**config.mk**
```make
export PLATFORM = sky130hd
export DESIGN_NAME = hsv_to_rgb_converter
export DESIGN_NICKNAME = d
export VERILOG_FILES = /design/src/rtl/hsv2rgb_pkg.sv /design/src/rtl/hsv2rgb_byte.sv /design/src/rtl/hsv_to_rgb_converter.sv
export SDC_FILE = /design/constraint.sdc
export NUM_CORES = 2
export LEC_CHECK = 0
export BUFFER_PORTS_ARGS = -buffer_cell sky130_fd_sc_hd__buf_4
export CORE_ASPECT_RATIO = 1.5
export CORE_MARGIN = 2
export CORE_UTILIZATION = 56
export DETAILED_ROUTE_END_ITERATION = 12
export PLACE_DENSITY = 0.79
export RECOVER_POWER = 50
export SYNTH_ARGS = -nofsm -noshare
export SYNTH_HDL_FRONTEND = slang
export SYNTH_SLANG_ARGS = --single-unit
```
**constraint.sdc**
```tcl
create_clock -name clk -period 7 [get_ports clk]
set_input_delay 1.05 -clock clk [delete_from_list [all_inputs] [get_ports clk]]
set_output_delay 1.05 -clock clk [all_outputs]
set_load 0.03 [all_outputs]
```
**src/rtl/hsv2rgb_pkg.sv**
```systemverilog
// Package: payload types and constants of the HSV to RGB converter.
package hsv2rgb_pkg;

    localparam int HUE_W  = 16;
    localparam int FRAC_W = 13;
    localparam int CHAN_W = 8;

    localparam int DEFAULT_FRACTION_BITS = 12;

    localparam int HUE_OFFSET = 34560;
    localparam int HUE_SECTOR = 960;
    localparam int CHAN_MAX   = 255;
    localparam int RECIP15    = 4370;
    localparam int RECIP6     = 43;
    localparam int PIPE_DEPTH = 7;

    localparam logic [2:0] SECTOR_0 = 3'd0;
    localparam logic [2:0] SECTOR_1 = 3'd1;
    localparam logic [2:0] SECTOR_2 = 3'd2;
    localparam logic [2:0] SECTOR_3 = 3'd3;
    localparam logic [2:0] SECTOR_4 = 3'd4;

    typedef struct packed {
        logic signed [HUE_W-1:0] hue;
        logic [FRAC_W-1:0]       saturation;
        logic [FRAC_W-1:0]       brightness;
    } hsv_t;

    typedef struct packed {
        logic [CHAN_W-1:0] red;
        logic [CHAN_W-1:0] green;
        logic [CHAN_W-1:0] blue;
        logic [CHAN_W-1:0] alpha;
    } rgba_t;

endpackage

```
**src/rtl/hsv2rgb_byte.sv**
```systemverilog
// Two-stage scaling of a channel numerator to a rounded 8-bit channel.
module hsv2rgb_byte
    import hsv2rgb_pkg::*;
#(
    parameter int FRACTION_BITS = DEFAULT_FRACTION_BITS
)(
    input  logic                        clk,
    input  logic [2*FRACTION_BITS+10:0] num,
    output logic [CHAN_W-1:0]           chan
);
    localparam int PW  = 2 * FRACTION_BITS + 11;
    localparam int AW  = PW + 8;
    localparam int ZSH = 6 + 2 * FRACTION_BITS;
    localparam int ZW  = AW - ZSH;
    localparam int MW  = ZW + 13;
    localparam logic [AW-1:0] HALF = AW'(HUE_SECTOR / 2) << (2 * FRACTION_BITS);

    logic [AW-1:0]     scaled;
    logic [ZW-1:0]     z_next;
    logic [ZW-1:0]     z_reg;
    logic [MW-1:0]     prod;
    logic [CHAN_W-1:0] chan_next;
    logic [CHAN_W-1:0] chan_reg;

    // num*255 + den/2, then divide by 960*2^(2F) as a shift and a divide by 15
    always_comb
    begin
        scaled    = (AW'(num) << 8) - AW'(num) + HALF;
        z_next    = scaled[AW-1:ZSH];
        prod      = MW'(z_reg) * MW'(RECIP15);
        chan_next = prod[23:16];
    end

    always_ff @(posedge clk)
    begin
        z_reg    <= z_next;
        chan_reg <= chan_next;
    end

    assign chan = chan_reg;

endmodule

```
**src/rtl/hsv_to_rgb_converter.sv**
```systemverilog
// Top level: pipelined HSV to RGBA color converter.
//
//  channel  | signals           | handshake
//  ---------+-------------------+----------------------------------------
//  input    | start, busy, hsv  | taken at a clock edge with start && !busy
//  result   | done, rgba        | one-cycle strobe, receiver always takes
//
// Seven register stages; one transaction per clock. The stages follow the
// multiplier chain: hue sector split, s*r terms, v products, byte scaling.
// busy stays low: the result side never stalls, so the pipe never holds.
// Reset clears the valid bits only; data registers are not reset.
module hsv_to_rgb_converter
    import hsv2rgb_pkg::*;
#(
    parameter int FRACTION_BITS = DEFAULT_FRACTION_BITS
)(
    input  logic  clk,
    input  logic  rst_n,
    input  logic  start,
    output logic  busy,
    input  hsv_t  hsv,
    output logic  done,
    output rgba_t rgba
);
    localparam int W  = FRACTION_BITS + 1;
    localparam int CW = (FRAC_W > W) ? FRAC_W : W;
    localparam int NW = FRACTION_BITS + 10;
    localparam int PW = 2 * FRACTION_BITS + 11;
    localparam int GW = W + 8;
    localparam logic [CW-1:0] ONE_C  = CW'(1) << FRACTION_BITS;
    localparam logic [W-1:0]  ONE    = W'(1) << FRACTION_BITS;
    localparam logic [NW-1:0] ONE960 = NW'(HUE_SECTOR) << FRACTION_BITS;

    logic [PIPE_DEPTH-1:0] vld_reg;
    logic [PIPE_DEPTH-1:0] vld_next;
    logic                  take;

    // stage 1
    logic [CW-1:0] s_ext, v_ext;
    logic [W-1:0]  s1_next, v1_next, s1_reg, v1_reg;
    logic [16:0]   x1_next, x1_reg;
    logic [23:0]   qp;
    logic [6:0]    q1_next, q1_reg;
    // stage 2
    logic [16:0]   q960;
    logic [16:0]   xdiff;
    logic [12:0]   tp;
    logic [6:0]    secw;
    logic [W-1:0]  s2_reg, v2_reg;
    logic [9:0]    r2_next, r2_reg;
    logic [2:0]    sec2_next, sec2_reg;
    // stage 3
    logic [9:0]    rc;
    logic [NW-1:0] a3_next, b3_next, c3_next, a3_reg, b3_reg, c3_reg;
    logic [W-1:0]  v3_reg;
    logic [2:0]    sec3_reg;
    // stage 4
    logic [PW-1:0] nq4_next, nt4_next, np4_next, nv4_next;
    logic [PW-1:0] nq4_reg, nt4_reg, np4_reg, nv4_reg;
    logic [GW-1:0] gp;
    logic [CHAN_W-1:0] g4_next, g4_reg;
    logic [2:0]    sec4_reg;
    // stage 5
    logic [PW-1:0] cr5_next, cg5_next, cb5_next, cr5_reg, cg5_reg, cb5_reg;
    logic [CHAN_W-1:0] g5_reg, g6_reg, g7_reg;
    logic [PIPE_DEPTH-1:0] grey_reg;
    logic [CHAN_W-1:0] red_b, green_b, blue_b;

    assign busy = 1'b0;
    assign take = start && !busy;

    always_comb
    begin
        vld_next = {vld_reg[PIPE_DEPTH-2:0], take};
    end

    always_ff @(posedge clk or negedge rst_n)
    begin
        if (!rst_n)
        begin
            vld_reg <= '0;
        end
        else
        begin
            vld_reg <= vld_next;
        end
    end

    // stage 1: clamp, hue offset, coarse sector count x/960
    always_comb
    begin
        s_ext   = CW'(hsv.saturation);
        v_ext   = CW'(hsv.brightness);
        s1_next = (s_ext > ONE_C) ? ONE : s_ext[W-1:0];
        v1_next = (v_ext > ONE_C) ? ONE : v_ext[W-1:0];
        x1_next = 17'({hsv.hue[HUE_W-1], hsv.hue}) + 17'(HUE_OFFSET);
        qp      = 24'(x1_next[16:6]) * 24'(RECIP15);
        q1_next = qp[22:16];
    end

    // stage 2: position inside sector, sector = count mod 6
    always_comb
    begin
        q960      = 17'(q1_reg) * 17'(HUE_SECTOR);
        xdiff     = x1_reg - q960;
        r2_next   = xdiff[9:0];
        tp        = 13'(q1_reg) * 13'(RECIP6);
        secw      = q1_reg - 7'(tp[12:8]) * 7'd6;
        sec2_next = secw[2:0];
    end

    // stage 3: q, t and p factors scaled by 960
    always_comb
    begin
        rc      = 10'(HUE_SECTOR) - r2_reg;
        a3_next = ONE960 - NW'(s2_reg) * NW'(r2_reg);
        b3_next = ONE960 - NW'(s2_reg) * NW'(rc);
        c3_next = NW'(ONE - s2_reg) * NW'(HUE_SECTOR);
    end

    // stage 4: multiply by value
    always_comb
    begin
        nq4_next = PW'(v3_reg) * PW'(a3_reg);
        nt4_next = PW'(v3_reg) * PW'(b3_reg);
        np4_next = PW'(v3_reg) * PW'(c3_reg);
        nv4_next = PW'(v3_reg) * PW'(ONE960);
        gp       = GW'(v3_reg) * GW'(CHAN_MAX);
        g4_next  = gp[FRACTION_BITS+7:FRACTION_BITS];
    end

    // stage 5: route by sector
    always_comb
    begin
        case (sec4_reg)
            SECTOR_0:
            begin
                cr5_next = nv4_reg; cg5_next = nt4_reg; cb5_next = np4_reg;
            end
            SECTOR_1:
            begin
                cr5_next = nq4_reg; cg5_next = nv4_reg; cb5_next = np4_reg;
            end
            SECTOR_2:
            begin
                cr5_next = np4_reg; cg5_next = nv4_reg; cb5_next = nt4_reg;
            end
            SECTOR_3:
            begin
                cr5_next = np4_reg; cg5_next = nq4_reg; cb5_next = nv4_reg;
            end
            SECTOR_4:
            begin
                cr5_next = nt4_reg; cg5_next = np4_reg; cb5_next = nv4_reg;
            end
            default:
            begin
                cr5_next = nv4_reg; cg5_next = np4_reg; cb5_next = nq4_reg;
            end
        endcase
    end

    always_ff @(posedge clk)
    begin
        s1_reg   <= s1_next;
        v1_reg   <= v1_next;
        x1_reg   <= x1_next;
        q1_reg   <= q1_next;
        s2_reg   <= s1_reg;
        v2_reg   <= v1_reg;
        r2_reg   <= r2_next;
        sec2_reg <= sec2_next;
        a3_reg   <= a3_next;
        b3_reg   <= b3_next;
        c3_reg   <= c3_next;
        v3_reg   <= v2_reg;
        sec3_reg <= sec2_reg;
        nq4_reg  <= nq4_next;
        nt4_reg  <= nt4_next;
        np4_reg  <= np4_next;
        nv4_reg  <= nv4_next;
        g4_reg   <= g4_next;
        sec4_reg <= sec3_reg;
        cr5_reg  <= cr5_next;
        cg5_reg  <= cg5_next;
        cb5_reg  <= cb5_next;
        g5_reg   <= g4_reg;
        g6_reg   <= g5_reg;
        g7_reg   <= g6_reg;
        grey_reg <= {grey_reg[PIPE_DEPTH-2:0], (s1_next == '0)};
    end

    hsv2rgb_byte #(.FRACTION_BITS(FRACTION_BITS)) u_red
    (
        .clk  (clk),
        .num  (cr5_reg),
        .chan (red_b)
    );

    hsv2rgb_byte #(.FRACTION_BITS(FRACTION_BITS)) u_green
    (
        .clk  (clk),
        .num  (cg5_reg),
        .chan (green_b)
    );

    hsv2rgb_byte #(.FRACTION_BITS(FRACTION_BITS)) u_blue
    (
        .clk  (clk),
        .num  (cb5_reg),
        .chan (blue_b)
    );

    // zero saturation: truncated grey
    assign done       = vld_reg[PIPE_DEPTH-1];
    assign rgba.red   = grey_reg[PIPE_DEPTH-1] ? g7_reg : red_b;
    assign rgba.green = grey_reg[PIPE_DEPTH-1] ? g7_reg : green_b;
    assign rgba.blue  = grey_reg[PIPE_DEPTH-1] ? g7_reg : blue_b;
    assign rgba.alpha = CHAN_W'(CHAN_MAX);

endmodule

```
==> impl_metrics.yaml <==
setup_path:
  crit_family: "simple AND/OR/NAND/NOR gates"
  critPathRequiredTime_ns: 7.47
  slowest_delay_ns: 2.61
  critPathCaptureType: "register"
  rr_worst_depth: 4
  path_max_fanout: 60
  slowest_stage: "nor2_1"
  cp-start-kind: "register"
  path_buf_inv: 1
  path_cells: "clkbuf_1, nor2_1, a22oi_1, o21ai_0"
  crit_cells: 4
  worst_ep_arrival_time_ns: 7.09
  path_class: "register to register"
placed_design:
  dpl.hpwl_mm: 119
  gp_congestion: 0.942
  place_worst_setup_slack_ns: 0.310
  dp_cells: 7880
  port_buffers: 69
detailed_routing:
  vias: 44434
  antenna_left: 0
  drtIter0Drc: 2135
  wl_mm: 145
  wl_per_cell_um: 18.2
  drt-vias-per-instance: 5.57
  post-route-drc-count: 0
  dr.pass1.iters: 8
global_route:
  grt_overflow: 0
  track_usage_pct: 26.8
  grt_pass1_vias: 48631
  grt_max_degree: 99
  antenna_found_initial: 0
  grt_pass1_wl_mm: 240
timing:
  setup_violations: 0
  post-route-period-util_pct: 94.6
  min_period_ns: 6.62
  hold_viol: 0
  worst_pin_slew_ns: 3.67
  slew_headroom_pct: -145
  fmax_ghz: 0.151
  setup-tns-final_ns: 0
  rsz0062_at_grt: "no"
  finClkSkew_ns: 0.0261
  maxSlewViolCount: 119
  setup_slack_ns: 0.376
final_layout:
  layout_commonest_cell: "inv_1"
  area_growth_syn_to_layout_pct: 6.31
  fillCellCount: 9017
  final_cell_mix: "1272 x inv_1, 910 x fa_1, 858 x ha_1"
  ff_latch_area_um2: 9850
  drive_gt1_share_pct: 4.68
  fin_nets: 8324
  multi_input_area_um2: 45200
  n_antenna_cell: 0
  fin_cells: 7981
logic_synthesis:
  syn-cell-area_um2: 60800
  synth_top_area_cell: "fa_1"
  synthFlopType: "dfxtp_1"
  ys_warn_count: 0
  syn_inst: 6572
  yosysUniqueCellTypes: 75
  postSynthAreaPerCell_um2: 9.25
  synth-seq-cells: 489
  synth_edf_count: 0
  ys_top_cells_by_area: "fa_1 30%, ha_1 18%, dfxtp_1 16%, inv_1 7.9%, and2_1 4.6%"
  synth_top_area_share_pct: 30.0
  ys_async_sr_fraction_pct: 1.43
  yosysSeqAreaShare_pct: 16.2
die:
  fp-row-count: 148
  die_h_um: 408
  core_area_um2: 108000
  dieArea_um2: 111000
  pin_count: 79
  die_w_um: 273
  initial_core_util_pct: 56.2
hold_path:
  holdCritPathClass: "primary input to asynchronous set/reset pin"
clock_tree:
  clockBufferDepth: 3
  post_cts_resized: 0
  post_cts_buffers: 0
  cts-root-buf: "clkbuf_16"
  clk_latency_ns: 0.65
  numCtsBuffers: 54
  cts-hold-fix-buffers: 0
  clkTransAtPathRegs_ns: 0.06
  cts_tree: "built"
  clock-sinks: 489
  cts.htree.levels: 2
job:
  drv_cap: 3
run_status:
  status: "finished with violations"
  violations: "capacitance limit, slew limit"
## per-layer routing
layer	wire length (µm)	share of wire [%]	global-route usage, %
met5	0	0	0
met4	11900	8.2	18.5
met2	76300	53	50.1
met1	50300	35	27.4
met3	6830	4.7	3.37
## cell families after synthesis
| logic type | synth area share (%) |
|---|---|
| buffers and inverters | 9.59 |
| flip-flops | 16.2 |
| adder cells (fa/ha/maj) | 47.6 |
| other | 0.0124 |
| multiplexers | 1.51 |
| AO/OA/AOI/OAI | 8.42 |
| XOR/XNOR | 3.63 |
| AND/OR/NAND/NOR | 13.0 |
## path summary, 6_finish.rpt
kind | from | slack, ns | endpoint
setup / recovery | sec4_reg[0]$_DFF_P_ | 0.38 | cg5_reg[14]$_DFF_P_
hold / removal | rst_n | 0.30 | vld_reg[5]$_DFF_PN0_
setup reg to reg | sec4_reg[0]$_DFF_P_ | 0.38 | cg5_reg[14]$_DFF_P_
hold reg to reg | v1_reg[9]$_SDFF_PN0_ | 0.32 | v2_reg[9]$_DFF_P_
max in group asynchronous | rst_n | 6.45 | vld_reg[3]$_DFF_PN0_
min in group clk | v1_reg[9]$_SDFF_PN0_ | 0.32 | v2_reg[9]$_DFF_P_
## area by class of cell
type	count	area share, %
Inverter	1272	7.39
Timing Repair Buffer	148	1.79
Clock buffer	72	2.40
Sequential cell	489	15.2
Clock inverter	29	0.534
Tap cell	1425	2.76
Multi-Input combinational cell	4546	69.9
## stage by stage
step | hold slack, ns | instance area (µm²) | utilization, %
2_1_floorplan | 0.310 | 60800 | -
3_3_place_gp | 0.310 | 62800 | 58.0
3_5_place_dp | 0.312 | 62800 | 58.0
4_1_cts | 0.197 | 64700 | 59.8
5_1_grt | 0.316 | 64600 | 59.8
6_report | 0.296 | 64600 | 59.8
## synth_stat cells (40+ instances only)
library cell	number
o21ai_0	205
nand2_1	733
nor2b_1	69
mux2i_1	41
o21a_1	41
nor3_1	57
nor2_1	168
a21o_1	68
a22oi_1	40
xor2_1	70
and2_1	449
xnor2_1	182
a21oi_1	194
inv_1	1272
nand3_1	45
mux2_2	45
fa_1	910
ha_1	858
clkbuf_1	253
dfxtp_1	482
Power is left out: the tool's default activity adds up to more than one toggle a clock period on the data nets, which glitch-free logic cannot reach.
